--- config.mk ---
export PLATFORM = sky130hd
export DESIGN_NAME = fp32_fp16_converter
export DESIGN_NICKNAME = d
export VERILOG_FILES = /design/src/rtl/fp_cvt_pkg.sv /design/src/rtl/fp_cvt_core.sv /design/src/rtl/fp32_fp16_converter.sv
export SDC_FILE = /design/constraint.sdc
export NUM_CORES = 1
export LEC_CHECK = 0
export ABC_AREA = 1
export BUFFER_PORTS_ARGS = -buffer_cell sky130_fd_sc_hd__buf_2
export CAP_MARGIN = 20
export CORE_MARGIN = 2
export CORE_UTILIZATION = 64
export CTS_CLUSTER_SIZE = 14
export DETAILED_ROUTE_END_ITERATION = 16
export PLACE_DENSITY = 0.86
export SLEW_MARGIN = 20
export SYNTH_ARGS = -nofsm -noshare
export SYNTH_HDL_FRONTEND = slang
export SYNTH_SLANG_ARGS = --single-unit
--- constraint.sdc ---
create_clock -name aclk -period 5.4 [get_ports aclk]
set_clock_uncertainty 0.2 [all_clocks]
set_input_delay 0.27 -clock aclk [delete_from_list [all_inputs] [get_ports aclk]]
set_output_delay 0.27 -clock aclk [all_outputs]
set_load 0.03 [all_outputs]
--- src/rtl/fp_cvt_pkg.sv ---
// Shared types and constants for the single/half precision converter.
`timescale 1ns / 1ps
package fp_cvt_pkg;
    localparam logic FUNC_ENCODE = 1'b0;
    localparam logic FUNC_DECODE = 1'b1;
    localparam logic [14:0] HALF_INF = 15'h7C00;
    localparam logic [14:0] HALF_QNAN = 15'h7E00;

    // Stage 1 to stage 2 payload
    typedef struct packed {
        logic        func;
        logic        sign;
        logic [7:0]  e8;
        logic [22:0] man;
        logic [15:0] half_in;
        logic [3:0]  lz;       // leading zeros of a subnormal half mantissa
    } s1_t;

    // Stage 2 to stage 3 payload
    typedef struct packed {
        logic        func;
        logic        sign;
        logic        special;   // result fixed, no rounding
        logic [14:0] fixed_val;
        logic [14:0] trunc;     // exponent and kept mantissa before rounding
        logic        round_up;
        logic [31:0] single_val;
    } s2_t;
endpackage

--- src/rtl/fp_cvt_core.sv ---
// Three-stage conversion datapath with per-stage valid bits and stall.
`timescale 1ns / 1ps
module fp_cvt_core (
    input  logic        aclk,
    input  logic        aresetn,
    input  logic        in_valid,
    output logic        in_ready,
    input  logic        in_func,
    input  logic [31:0] in_single,
    input  logic [15:0] in_half,
    output logic        out_valid,
    input  logic        out_ready,
    output logic [15:0] out_half,
    output logic [31:0] out_single
);
    logic v1_reg, v2_reg, v3_reg;
    logic adv1, adv2, adv3;
    fp_cvt_pkg::s1_t s1_reg, s1_next;
    fp_cvt_pkg::s2_t s2_reg, s2_next;
    logic [15:0] h3_reg, h3_next;
    logic [31:0] f3_reg, f3_next;

    assign adv3 = !v3_reg || out_ready;
    assign adv2 = !v2_reg || adv3;
    assign adv1 = !v1_reg || adv2;
    assign in_ready = adv1;

    // Stage 1: split fields, count leading zeros of half mantissa
    always_comb begin
        s1_next.func = in_func;
        s1_next.sign = (in_func == fp_cvt_pkg::FUNC_ENCODE) ? in_single[31] : in_half[15];
        s1_next.e8 = in_single[30:23];
        s1_next.man = in_single[22:0];
        s1_next.half_in = in_half;
        s1_next.lz = 4'd10;
        for (int i = 0; i < 10; i++) begin
            if (in_half[i]) s1_next.lz = 4'(9 - i);
        end
    end

    // Stage 2: classify, align, round decision
    logic signed [9:0] e;
    logic [23:0] m;
    logic [4:0]  sh;
    logic [23:0] keep, drop, halfw, mask;
    logic [4:0]  he;
    logic [9:0]  hm, nm;
    always_comb begin
        e = $signed({2'b00, s1_reg.e8}) - 10'sd112;
        m = {1'b1, s1_reg.man};
        sh = 5'(10'sd14 - e);
        keep = '0; drop = '0; halfw = '0; mask = '0;
        he = '0; hm = '0; nm = '0;
        s2_next = '0;
        s2_next.func = s1_reg.func;
        s2_next.sign = s1_reg.sign;
        if (s1_reg.func == fp_cvt_pkg::FUNC_ENCODE) begin
            if (s1_reg.e8 == 8'hFF) begin
                s2_next.special = 1'b1;
                s2_next.fixed_val = (s1_reg.man != '0) ? fp_cvt_pkg::HALF_QNAN
                                                       : fp_cvt_pkg::HALF_INF;
            end else if (e < -10'sd10) begin
                s2_next.special = 1'b1;
            end else if (e >= 10'sd31) begin
                s2_next.special = 1'b1;
                s2_next.fixed_val = fp_cvt_pkg::HALF_INF;
            end else if (e <= 10'sd0) begin
                keep = m >> sh;
                mask = (24'd1 << sh) - 24'd1;
                drop = m & mask;
                halfw = 24'd1 << (sh - 5'd1);
                s2_next.trunc = keep[14:0];
                s2_next.round_up = (drop > halfw) || (drop == halfw && keep[0]);
            end else begin
                s2_next.trunc = {e[4:0], s1_reg.man[22:13]};
                s2_next.round_up = (s1_reg.man[12:0] > 13'h1000) ||
                                   (s1_reg.man[12:0] == 13'h1000 && s1_reg.man[13]);
            end
        end else begin
            he = s1_reg.half_in[14:10];
            hm = s1_reg.half_in[9:0];
            nm = 10'(hm << (s1_reg.lz + 4'd1));
            if (he == 5'h1F)
                s2_next.single_val = {s1_reg.sign, 8'hFF, hm, 13'd0};
            else if (he == 5'd0 && hm == '0)
                s2_next.single_val = {s1_reg.sign, 31'd0};
            else if (he == 5'd0)
                s2_next.single_val = {s1_reg.sign, 8'(8'd113 - 8'(s1_reg.lz) - 8'd1),
                                      nm, 13'd0};
            else
                s2_next.single_val = {s1_reg.sign, 8'(he) + 8'd112, hm, 13'd0};
        end
    end

    // Stage 3: apply rounding increment; a carry into exponent 31 lands on infinity
    always_comb begin
        h3_next = '0;
        f3_next = '0;
        if (s2_reg.func == fp_cvt_pkg::FUNC_ENCODE) begin
            if (s2_reg.special)
                h3_next = {s2_reg.sign, s2_reg.fixed_val};
            else
                h3_next = {s2_reg.sign, s2_reg.trunc + 15'(s2_reg.round_up)};
        end else begin
            f3_next = s2_reg.single_val;
        end
    end

    always_ff @(posedge aclk) begin
        if (!aresetn) begin
            v1_reg <= 1'b0;
            v2_reg <= 1'b0;
            v3_reg <= 1'b0;
        end else begin
            if (adv1) v1_reg <= in_valid;
            if (adv2) v2_reg <= v1_reg;
            if (adv3) v3_reg <= v2_reg;
        end
    end

    always_ff @(posedge aclk) begin
        if (adv1) s1_reg <= s1_next;
        if (adv2) s2_reg <= s2_next;
        if (adv3) begin
            h3_reg <= h3_next;
            f3_reg <= f3_next;
        end
    end

    assign out_valid = v3_reg;
    assign out_half = h3_reg;
    assign out_single = f3_reg;

    a_stall_hold: assert property (@(posedge aclk) disable iff (!aresetn)
        out_valid && !out_ready |=> out_valid && $stable(out_half) && $stable(out_single))
        else $error("output changed under stall");
    a_one_side_zero: assert property (@(posedge aclk) disable iff (!aresetn)
        out_valid |-> (out_half == '0) || (out_single == '0))
        else $error("both result fields set");
    a_no_loss: assert property (@(posedge aclk) disable iff (!aresetn)
        v2_reg && !adv3 |=> v2_reg)
        else $error("stage 2 item dropped");
endmodule

--- src/rtl/fp32_fp16_converter.sv ---
// Top level: IEEE single/half precision converter, streaming.
// Usage: present func with single_in (encode, func 0) or half_in (decode,
// func 1) on the s_ channel; one result per item appears on the m_ channel.
// Encode gives half_out with round-to-nearest-even and single_out zero;
// decode gives single_out exactly and half_out zero.
// Pipeline: three register stages (stage 1, stage 2, stage 3); m_valid rises once
// an item reaches the stage 3 register.
// Throughput: one item per cycle while m_ready is high; the three-stage
// datapath holds up to three items, one per stage register.
// Reset (aresetn low, synchronous) empties the pipeline; no other state.
// When the receiver stalls, the output holds and stages fill up; s_ready drops
// only once every stage holds an item and m_ready is low.
`timescale 1ns / 1ps
module fp32_fp16_converter (
    input  logic        aclk,
    input  logic        aresetn,
    input  logic        s_valid,
    output logic        s_ready,
    input  logic        s_func,
    input  logic [31:0] s_single_in,
    input  logic [15:0] s_half_in,
    output logic        m_valid,
    input  logic        m_ready,
    output logic [15:0] m_half_out,
    output logic [31:0] m_single_out
);
    fp_cvt_core u_core (
        .aclk(aclk), .aresetn(aresetn),
        .in_valid(s_valid), .in_ready(s_ready),
        .in_func(s_func), .in_single(s_single_in), .in_half(s_half_in),
        .out_valid(m_valid), .out_ready(m_ready),
        .out_half(m_half_out), .out_single(m_single_out)
    );
endmodule

# After elaboration in Yosys (flattened, before gate mapping)
# Index checks and enable logic that the tools add are counted.
# W data, S select, Z words.
[totals]
ff_bits = 169
latch_bits = 0
mem_bits_rw = 0
romBits = 0
in_bits = 53
mem_count = 0
[op_classes]
n_addsub = 9
n_mul = 0
div_mod_pow = 0
order_cmp = 5
n_eq_ne = 4
n_shift = 4
n_mux = 21
bitwise = 2
n_reduce_logical = 19
[op_table]
columns = ["op", "count"]
rows = [
  ["$mux W31", 4],
  ["$mux W16", 4],
  ["$shl A1 B5 Y24 const A", 2],
  ["$and A24 B24 Y24", 1],
  ["$eq A24 B24 Y1", 1],
  ["$gt A24 B24 Y1", 1],
  ["$shr A24 B5 Y15", 1],
  ["$sub A24 B1 Y24 const B", 1],
  ["$reduce_bool A23 Y1", 1],
  ["$add A15 B1 Y15", 1],
  ["$mux W15", 1],
  ["$eq A13 B13 Y1 const B", 1],
  ["$gt A13 B13 Y1 const B", 1],
  ["$mux W3", 4],
  ["$logic_not A10 Y1", 1],
  ["$mux W10", 1],
  ["$shl A10 B4 Y10", 1],
  ["$ge A9 B6 Y1 const B", 1],
  ["$le A9 B1 Y1 const B", 1],
  ["$lt A9 B5 Y1 const B", 1],
  ["$sub A8 B7 Y9 const B", 1],
  ["$add A5 B7 Y8 const B", 1],
  ["$eq A8 B8 Y1 const B", 1],
  ["$mux W2", 4],
  ["16 further kinds", 27],
]

# Depth between registers and ports, before layout
# Gate-level depths: netlist of run 1.
[depth]
ltp_word = 12
mapped_depth = 25

# Least setup slack after synthesis of run 1
# OpenSTA, ideal clock, no wires.
[synth_path]
path_type = "reg2reg"
startpoint = "register u_core.s1_reg[43] (netlist bit)"
endpoint = "register u_core.s2_reg[32] (netlist bit) (data pin)"
setup_time_ps = 270
t_arrival_ps = 3086
setup_slack_ps = 1843
path_stages_with_launch = 20
n_path_buf = 3
synth_period_minus_slack_ps = 3557
cell_sequence = "edfxtp_1 buf_4 inv_2 buf_4 ha_1 clkbuf_1 nand3_1 nand2_1 o21a_1 inv_1 nor2_1 nand2_1 ha_1 nand2_1 nor3_1 nand3_1 nor2_1 nand4_1 nand3_1 a21oi_1"
[synth_between]
elab_chain_len = 9
word_cells_on_any_way = 18
[synth_lines]
columns = ["element", "line", "text"]
rows = [
  ["start: declaration", "fp_cvt_core.sv:18", "fp_cvt_pkg::s1_t s1_reg, s1_next;"],
  ["start signal: assignment", "fp_cvt_core.sv:122", "if (adv1) s1_reg <= s1_next;"],
  ["branches (longest 9 deep; another with $sub A24 B1 Y24)", "-", ""],
  ["end signal: assignment", "fp_cvt_core.sv:123", "if (adv2) s2_reg <= s2_next;"],
  ["end: declaration", "fp_cvt_core.sv:19", "fp_cvt_pkg::s2_t s2_reg, s2_next;"],
]
# Several ways; the timed one is not identified.
# A chain may end at the register's enable or synchronous reset.

# Final worst setup path of run 1
# Same ends and word-level chain as after synthesis.

==> run_summary.xml, run 1 <==
<?xml version="1.0" encoding="UTF-8"?>
<metrics>
  <group name="die">
    <metric name="area_of_the_core_region" unit="sq um">13300</metric>
    <metric name="fp.dieArea" unit="sq um">14800</metric>
    <metric name="start_util" unit="%">66.2</metric>
    <metric name="core.rowCount" unit="">42</metric>
    <metric name="floorplan.io_pins" unit="">103</metric>
    <metric name="die_h" unit="um">121</metric>
    <metric name="die_width" unit="um">121</metric>
  </group>
  <group name="clocking">
    <metric name="ctsRootBufferMaster" unit="">sky130_fd_sc_hd__clkbuf_16</metric>
    <metric name="clock_net_sink_count" unit="">128</metric>
    <metric name="post-cts-setup-buffers" unit="">0</metric>
    <metric name="clockBufferDepth" unit="">2</metric>
    <metric name="clk-insertion-delay-late" unit="ns">0.44</metric>
    <metric name="cts_made_buffers" unit="">17</metric>
    <metric name="htree_num_levels" unit="">4</metric>
    <metric name="clkSlewWorstSetupHoldPaths" unit="ns">0.06</metric>
    <metric name="tritoncts" unit="">built</metric>
    <metric name="post_cts_resized" unit="">0</metric>
  </group>
  <group name="power_and_ir_drop">
    <metric name="powerDensity" unit="nW/um^2">286</metric>
    <metric name="leakage" unit="nW">4.94</metric>
    <metric name="vdd_drop_max" unit="V">0.000265</metric>
  </group>
  <group name="grt">
    <metric name="first_global_vias" unit="">7688</metric>
    <metric name="grt_start_max_net_pins" unit="">40</metric>
    <metric name="globalRouteTotalUtil" unit="%">36.8</metric>
    <metric name="overflow" unit="">0</metric>
    <metric name="grt_antenna_before_repair" unit="">1</metric>
    <metric name="grt_pass1_wl" unit="um">40900</metric>
  </group>
  <group name="finish">
    <metric name="fill_cells" unit="">876</metric>
    <metric name="nets_finish" unit="">1322</metric>
    <metric name="drive_above_1_share" unit="%">16.1</metric>
    <metric name="area.sequential" unit="sq um">3810</metric>
    <metric name="largest_register_ffs" unit="">39</metric>
    <metric name="multi_input_area" unit="sq um">4300</metric>
    <metric name="area_growth" unit="%">18.0</metric>
  </group>
  <group name="synth">
    <metric name="ys_warnings" unit="">0</metric>
    <metric name="postSynth.asyncResetShare" unit="%">0</metric>
    <metric name="synthesis.area_per_instance" unit="sq um">8.06</metric>
    <metric name="synth-main-ff-cell" unit="">sky130_fd_sc_hd__edfxtp_1</metric>
    <metric name="synthDominantCellAreaShare" unit="%">42.5</metric>
    <metric name="yosys.cell_types.count" unit="">48</metric>
    <metric name="synth_common_cells" unit="">sky130_fd_sc_hd__nand2_1, sky130_fd_sc_hd__edfxtp_1, sky130_fd_sc_hd__nor2_1</metric>
    <metric name="synth_seq_cells" unit="">128</metric>
    <metric name="mappedNetlistArea" unit="sq um">8830</metric>
    <metric name="synth_most_common_cell" unit="">sky130_fd_sc_hd__nand2_1</metric>
    <metric name="ys_seq_area_share" unit="%">43.2</metric>
    <metric name="post_synth_inst_count" unit="">1096</metric>
    <metric name="synth-edff-count" unit="">125</metric>
    <metric name="synth.largest_area_cell" unit="">sky130_fd_sc_hd__edfxtp_1</metric>
    <metric name="synth_area_leaders" unit="">sky130_fd_sc_hd__edfxtp_1, sky130_fd_sc_hd__nand2_1, sky130_fd_sc_hd__ha_1</metric>
  </group>
  <group name="status">
    <metric name="run_status" unit="">finished, final reports clean</metric>
  </group>
  <group name="critical_path">
    <metric name="worstSetupStartpointType" unit="">flop</metric>
    <metric name="timing.reg2reg.setup_slack" unit="ns">0.96</metric>
    <metric name="crit_required" unit="ns">5.35</metric>
    <metric name="path_cells" unit="">ha_1 -&gt; nand3_2 -&gt; nand2_2 -&gt; nand2_2 -&gt; nor2_2 -&gt; o21ai_1 -&gt; nand2_1 -&gt; nor2_1 -&gt; nand3_1 -&gt; nand2_1 -&gt; nand2_1 -&gt; nor2_1 -&gt; ha_1 -&gt; nand2_1 -&gt; nor2_1 -&gt; and2_1 -&gt; nand2_1 -&gt; nor2_1 -&gt; nand4_1 -&gt; nand3_1 -&gt; a21oi_1</metric>
    <metric name="timing.critical_path.slowest_stage_cell" unit="">sky130_fd_sc_hd__edfxtp_1</metric>
    <metric name="path_common_cell" unit="">sky130_fd_sc_hd__nand2_1</metric>
    <metric name="timing.setup.critical_path_class" unit="">flop to flop</metric>
    <metric name="kind_of_end_point_of_the_critical_path" unit="">flop</metric>
    <metric name="slowest_delay" unit="ns">0.74</metric>
    <metric name="critPathArrivalTime" unit="ns">4.39</metric>
    <metric name="crit_path_max_fanout" unit="">20</metric>
  </group>
  <group name="detailed_routing">
    <metric name="detail-route-antenna-nets" unit="">0</metric>
    <metric name="dr_pass1_iterations" unit="">6</metric>
    <metric name="drt_drc_violations_left" unit="">0</metric>
    <metric name="postRouteWirelength" unit="um">26400</metric>
    <metric name="drt_iter0_markers" unit="">1292</metric>
    <metric name="detailroute.via_count" unit="">8456</metric>
    <metric name="detail_route.wl_per_cell" unit="um">18.6</metric>
    <metric name="via_per_inst" unit="">5.96</metric>
  </group>
  <group name="placed_design">
    <metric name="place_ws" unit="ns">1.09</metric>
    <metric name="io_buffers" unit="">89</metric>
    <metric name="gp_congestion" unit="">1.03</metric>
    <metric name="hpwl" unit="um">16900</metric>
  </group>
  <group name="worst_hold_path">
    <metric name="hold_path.class" unit="">flop to flop</metric>
  </group>
  <group name="sta">
    <metric name="slew_headroom" unit="%">38.4</metric>
    <metric name="worst_slack" unit="ns">0.964</metric>
    <metric name="fin_crit_sh" unit="%">82.1</metric>
    <metric name="period_minus_slack" unit="ns">4.44</metric>
    <metric name="final_hold_viol_count" unit="">0</metric>
    <metric name="grt_setup_unrepaired" unit="">no</metric>
    <metric name="clock.fmax" unit="MHz">225</metric>
    <metric name="tightestPinTransition" unit="ns">0.918</metric>
    <metric name="timing_max_transition_violations_final" unit="">0</metric>
    <metric name="finalSetupViolCount" unit="">0</metric>
    <metric name="fin_tns_setup" unit="ns">0</metric>
  </group>
  <group name="job">
    <metric name="maxCapViolations" unit="">0</metric>
  </group>
</metrics>
stage by stage:
step	cell area [sq um]	hold WS (ns)	power, W	util, %	cells
floorplan	8880	0.169	0.00163	-	1108
global placement	9310	0.235	0.00176	69.7	1335
detailed placement	9310	0.241	0.00177	69.7	1335
CTS	10400	0.286	0.00294	78.0	1418
global route	10400	0.312	0.00308	78.1	1419
finish	10400	0.293	0.00298	78.1	1419
timing repair:
action                                  4_1_cts  5_1_grt
endpoints found under the hold margin        52        0
endpoints found under the setup margin        0        0
hold buffers                                 51        0
worst max-delay path: cells and delay by family, from the launching register on:
family,cells,cell delay [ns]
simple gates,17,2.32
flops,1,0.74
compound gates,2,0.23
fa+ha+maj,2,0.66
where the power goes:
part | leakage [nW] | internal (W) | switching, W
sequential | 1.44 | 0.00115 | 0.0000548
combinational | 3.21 | 0.000208 | 0.000406
clock | 0.289 | 0.000692 | 0.000470
layout by cell type (no fill, tap or decap), types with 4 or more instances in the layout:
master	instances
sky130_fd_sc_hd__buf_4	10
sky130_fd_sc_hd__clkbuf_16	17
sky130_fd_sc_hd__clkinv_4	4
sky130_fd_sc_hd__o21ai_2	6
sky130_fd_sc_hd__conb_1	13
sky130_fd_sc_hd__nand3_2	11
sky130_fd_sc_hd__nand3_1	83
sky130_fd_sc_hd__nor2_1	112
sky130_fd_sc_hd__nor2_2	6
sky130_fd_sc_hd__inv_6	4
sky130_fd_sc_hd__nand2_1	275
sky130_fd_sc_hd__nor3_1	21
sky130_fd_sc_hd__dlygate4sd3_1	51
sky130_fd_sc_hd__xnor2_1	4
sky130_fd_sc_hd__a31oi_1	5
sky130_fd_sc_hd__o211ai_1	8
sky130_fd_sc_hd__o21ai_0	71
sky130_fd_sc_hd__ha_1	40
sky130_fd_sc_hd__nor4_1	5
sky130_fd_sc_hd__nor2_4	9
sky130_fd_sc_hd__xor2_1	8
sky130_fd_sc_hd__o21ai_1	12
sky130_fd_sc_hd__nand2_2	11
sky130_fd_sc_hd__a21oi_1	60
sky130_fd_sc_hd__o21a_1	8
sky130_fd_sc_hd__buf_2	89
sky130_fd_sc_hd__inv_2	10
sky130_fd_sc_hd__edfxtp_1	125
sky130_fd_sc_hd__nand4_1	14
sky130_fd_sc_hd__inv_1	109
per-layer routing:
metal	vias up	track usage [%]	wire length, um
li1	3922	-	-
met5	-	0	0
met3	111	6.58	2630
met1	3803	49.6	10600
met2	620	59.1	12200
met4	0	14.7	1040
layout make-up:
class / count / share of cell area, %
antenna: 1 / 0.0240
clock buffer: 17 / 4.08
clock inverter: 15 / 1.66
inverter: 121 / 4.38
multi-input combinational: 811 / 41.2
sequential: 128 / 36.6
tap: 176 / 2.11
timing repair buffer: 150 / 9.90
logic make-up (layout without fill, tap and decap cells):
| kind of cell | count (synthesis) | after routing | synth area share (%) |
|---|---|---|---|
| and+or+nand+nor | 564 | 564 | 29.6 |
| xor gates and xnor gates | 13 | 13 | 1.37 |
| buffers and inverters | 169 | 303 | 8.71 |
| adders and majority gates | 40 | 40 | 5.67 |
| DFF | 128 | 128 | 43.2 |
| muxes | 3 | 3 | 0.354 |
| other | 1 | 14 | 0.0425 |
| AOI/OAI and AO/OA | 178 | 178 | 11.1 |
worst paths after layout:
check / start / endpoint / cells after the start
setup / recovery: u_core.s1_reg[43] / u_core.s2_reg[32] / 21
hold / removal: u_core.s1_reg[51] / u_core.s2_reg[64] / 0
setup reg to reg: u_core.s1_reg[43] / u_core.s2_reg[32] / 21
hold reg to reg: u_core.s1_reg[51] / u_core.s2_reg[64] / 0
(Power assumes the default switching activity.)
==> run 2, diff against run 1 <==
--- a/config.mk
+++ b/config.mk
@@ -9,10 +9,10 @@
 export BUFFER_PORTS_ARGS = -buffer_cell sky130_fd_sc_hd__buf_2
 export CAP_MARGIN = 20
 export CORE_MARGIN = 2
-export CORE_UTILIZATION = 64
+export CORE_UTILIZATION = 54
 export CTS_CLUSTER_SIZE = 14
 export DETAILED_ROUTE_END_ITERATION = 16
-export PLACE_DENSITY = 0.86
+export PLACE_DENSITY = 0.78
 export SLEW_MARGIN = 20
 export SYNTH_ARGS = -nofsm -noshare
 export SYNTH_HDL_FRONTEND = slang
==> constraint.sdc (replaced) <==
create_clock -name aclk -period 3.9 [get_ports aclk]
set_clock_uncertainty 0.2 [all_clocks]
set_input_delay 0.195 -clock aclk [delete_from_list [all_inputs] [get_ports aclk]]
set_output_delay 0.195 -clock aclk [all_outputs]
set_load 0.03 [all_outputs]
==> run 2 against run 1 <==
Against the previous run:
- via count decreased by 5.6%
- sequential cell count stayed put
- largest power group unchanged
- total power grew 36%
- hold slack lost 0.056 ns
- global-route usage decreased by 9.9 points
- non-clock buffer count is 18 higher
- fmax rose by 22%
- combinational power rose by 41%
- largest cell class unchanged
- highest routed layer unchanged
- count of clock-buffer cells in the layout grew 1
- first-iteration DRC count down 29%
- core utilization fell by 12 points
- clock power grew 33%
==> run_summary.xml, run 2 (synthesis gave the netlist of run 1 again) <==
<?xml version="1.0" encoding="UTF-8"?>
<metrics>
  <group name="sta">
    <metric name="clock.fmax" unit="MHz">275</metric>
    <metric name="fin_worst_hold_slack" unit="ns">0.237</metric>
    <metric name="final_hold_viol_count" unit="">0</metric>
    <metric name="fin_crit_sh" unit="%">93.4</metric>
    <metric name="finalSetupViolCount" unit="">0</metric>
    <metric name="worst_slack" unit="ns">0.259</metric>
    <metric name="slew_headroom" unit="%">42.6</metric>
    <metric name="tightestPinTransition" unit="ns">0.858</metric>
    <metric name="period_minus_slack" unit="ns">3.64</metric>
    <metric name="fin_tns_setup" unit="ns">0</metric>
    <metric name="timing_max_transition_violations_final" unit="">0</metric>
  </group>
  <group name="job">
    <metric name="maxCapViolations" unit="">0</metric>
  </group>
  <group name="power_and_ir_drop">
    <metric name="power_frac_seq" unit="%">40.6</metric>
    <metric name="powerDensity" unit="nW/um^2">381</metric>
    <metric name="power.combinational.fraction" unit="%">21.4</metric>
    <metric name="p_clk_share" unit="%">38.0</metric>
    <metric name="switching_part_of_the_total_power" unit="%">29.8</metric>
    <metric name="p_int" unit="W">0.00284</metric>
    <metric name="vdd_drop_max" unit="V">0.000376</metric>
    <metric name="leakage" unit="nW">5.03</metric>
    <metric name="power.switching" unit="W">0.00120</metric>
  </group>
  <group name="clocking">
    <metric name="clock_net_sink_count" unit="">128</metric>
    <metric name="htree_num_levels" unit="">4</metric>
    <metric name="clk-insertion-delay-late" unit="ns">0.41</metric>
    <metric name="clockBufferDepth" unit="">2</metric>
    <metric name="clkSlewWorstSetupHoldPaths" unit="ns">0.06</metric>
    <metric name="ctsRootBufferMaster" unit="">sky130_fd_sc_hd__clkbuf_16</metric>
    <metric name="cts_made_buffers" unit="">17</metric>
    <metric name="tritoncts" unit="">built</metric>
  </group>
  <group name="detailed_routing">
    <metric name="detail_route.wl_per_cell" unit="um">15.9</metric>
    <metric name="via_per_inst" unit="">5.41</metric>
    <metric name="drt_drc_violations_left" unit="">0</metric>
    <metric name="detail-route-antenna-nets" unit="">0</metric>
    <metric name="drt_iter0_markers" unit="">919</metric>
    <metric name="detailroute.via_count" unit="">7986</metric>
    <metric name="postRouteWirelength" unit="um">23500</metric>
    <metric name="dr_pass1_iterations" unit="">8</metric>
  </group>
  <group name="grt">
    <metric name="globalRouteTotalUtil" unit="%">26.9</metric>
    <metric name="grt_start_max_net_pins" unit="">37</metric>
    <metric name="first_global_vias" unit="">7166</metric>
    <metric name="grt_pass1_wl" unit="um">36900</metric>
    <metric name="overflow" unit="">0</metric>
    <metric name="grt_antenna_before_repair" unit="">0</metric>
  </group>
  <group name="placed_design">
    <metric name="place_ws" unit="ns">0.239</metric>
    <metric name="io_buffers" unit="">89</metric>
    <metric name="gp_congestion" unit="">0.986</metric>
    <metric name="dpl.cell_count" unit="">1388</metric>
    <metric name="hpwl" unit="um">17000</metric>
  </group>
  <group name="die">
    <metric name="start_util" unit="%">55.4</metric>
    <metric name="floorplan.io_pins" unit="">103</metric>
    <metric name="core.rowCount" unit="">46</metric>
    <metric name="die_h" unit="um">132</metric>
    <metric name="die_width" unit="um">132</metric>
    <metric name="area_of_the_core_region" unit="sq um">15900</metric>
    <metric name="fp.dieArea" unit="sq um">17400</metric>
  </group>
  <group name="finish">
    <metric name="post-route-util" unit="%">66.5</metric>
    <metric name="drive_above_1_share" unit="%">17.5</metric>
    <metric name="fin_cells" unit="">1476</metric>
    <metric name="area_growth" unit="%">20.1</metric>
    <metric name="area.sequential" unit="sq um">3810</metric>
    <metric name="insertedDiodeCount" unit="">0</metric>
    <metric name="nets_finish" unit="">1340</metric>
    <metric name="highest_count_cells_in_the_layout_ignoring_fill_and_taps" unit="">sky130_fd_sc_hd__nand2_1, sky130_fd_sc_hd__edfxtp_1, sky130_fd_sc_hd__nor2_1</metric>
    <metric name="fill_cells" unit="">1328</metric>
    <metric name="layout.cells.most_common" unit="">sky130_fd_sc_hd__nand2_1</metric>
    <metric name="multi_input_area" unit="sq um">4310</metric>
    <metric name="largest_register_ffs" unit="">39</metric>
  </group>
  <group name="status">
    <metric name="run_status" unit="">finished, final reports clean</metric>
  </group>
  <group name="critical_path">
    <metric name="crit_path_max_fanout" unit="">13</metric>
    <metric name="timing.setup.critical_path_class" unit="">flop to flop</metric>
    <metric name="worstSetupStartpointType" unit="">flop</metric>
    <metric name="critPathArrivalTime" unit="ns">3.57</metric>
    <metric name="kind_of_end_point_of_the_critical_path" unit="">flop</metric>
    <metric name="crit_required" unit="ns">3.83</metric>
  </group>
  <group name="worst_hold_path">
    <metric name="hold_path.class" unit="">input port to flop</metric>
  </group>
</metrics>
## run 2: area by class of cell
cell class / instances / area share [%]
tap: 216 / 2.55
multi-input combinational: 811 / 40.6
sequential: 128 / 36.0
clock inverter: 14 / 1.43
timing repair buffer: 168 / 11.1
clock buffer: 18 / 4.05
inverter: 121 / 4.31
## run 2: power groups by stage
stage	clock network, W	registers (W)	logic [W]
2_1_floorplan	0	0.00169	0.000564
3_3_place_gp	0	0.00167	0.000787
3_5_place_dp	0	0.00167	0.000790
4_1_cts	0.00155	0.00164	0.000836
5_1_grt	0.00161	0.00165	0.000954
6_report	0.00154	0.00164	0.000864
## run 2: what timing repair did
item | in CTS | in global routing
hold endpoints to repair | 52 | 0
setup endpoints to repair | 0 | 1
gates resized for setup | 0 | 7
setup buffers | 0 | 5
hold buffers | 51 | 0
## run 2: final timing paths
check	start	end	slack, ns	depth (start not counted)
max	u_core.s1_reg[43]	u_core.s2_reg[32]	0.26	20
min	m_ready	u_core.out_valid	0.24	5
max reg2reg	u_core.s1_reg[43]	u_core.s2_reg[32]	0.26	20
min reg2reg	u_core.v2_reg	u_core.out_valid	0.26	2
## run 2: worst max-delay path, stage by stage (launching register included)
cell                       delay, ns
sky130_fd_sc_hd__edfxtp_1       0.41
sky130_fd_sc_hd__ha_2           0.24
sky130_fd_sc_hd__nand3_2        0.10
sky130_fd_sc_hd__nand2_2        0.06
sky130_fd_sc_hd__nand2_2        0.24
sky130_fd_sc_hd__buf_6          0.24
sky130_fd_sc_hd__nand2_1        0.07
sky130_fd_sc_hd__nand2_1        0.08
sky130_fd_sc_hd__nand2_1        0.10
sky130_fd_sc_hd__nor2_1         0.14
sky130_fd_sc_hd__nand3_1        0.14
sky130_fd_sc_hd__xor2_1         0.17
sky130_fd_sc_hd__ha_1           0.30
sky130_fd_sc_hd__nand2_1        0.07
sky130_fd_sc_hd__nor2_1         0.12
sky130_fd_sc_hd__and2_1         0.16
sky130_fd_sc_hd__nand2_1        0.07
sky130_fd_sc_hd__nor2_1         0.17
sky130_fd_sc_hd__nand4_1        0.11
sky130_fd_sc_hd__nand3_1        0.08
sky130_fd_sc_hd__a21oi_1        0.08
## run 2: routing by layer
| layer | global-route usage (%) | part of all wire, % | vias up | routed length (um) |
|---|---|---|---|---|
| li1 | - | - | 3972 | - |
| met4 | 8.94 | 2.6 | 0 | 603 |
| met2 | 41.6 | 45 | 381 | 10600 |
| met1 | 38.7 | 45 | 3583 | 10500 |
| met3 | 4.42 | 7.8 | 50 | 1830 |
| met5 | 0 | 0 | - | 0 |
## run 2: stage by stage
step	area [sq um]	total power, W
floorplan	8880	0.00226
global placement	9460	0.00245
detailed placement	9460	0.00246
CTS	10500	0.00402
global route	10600	0.00422
finish	10600	0.00404
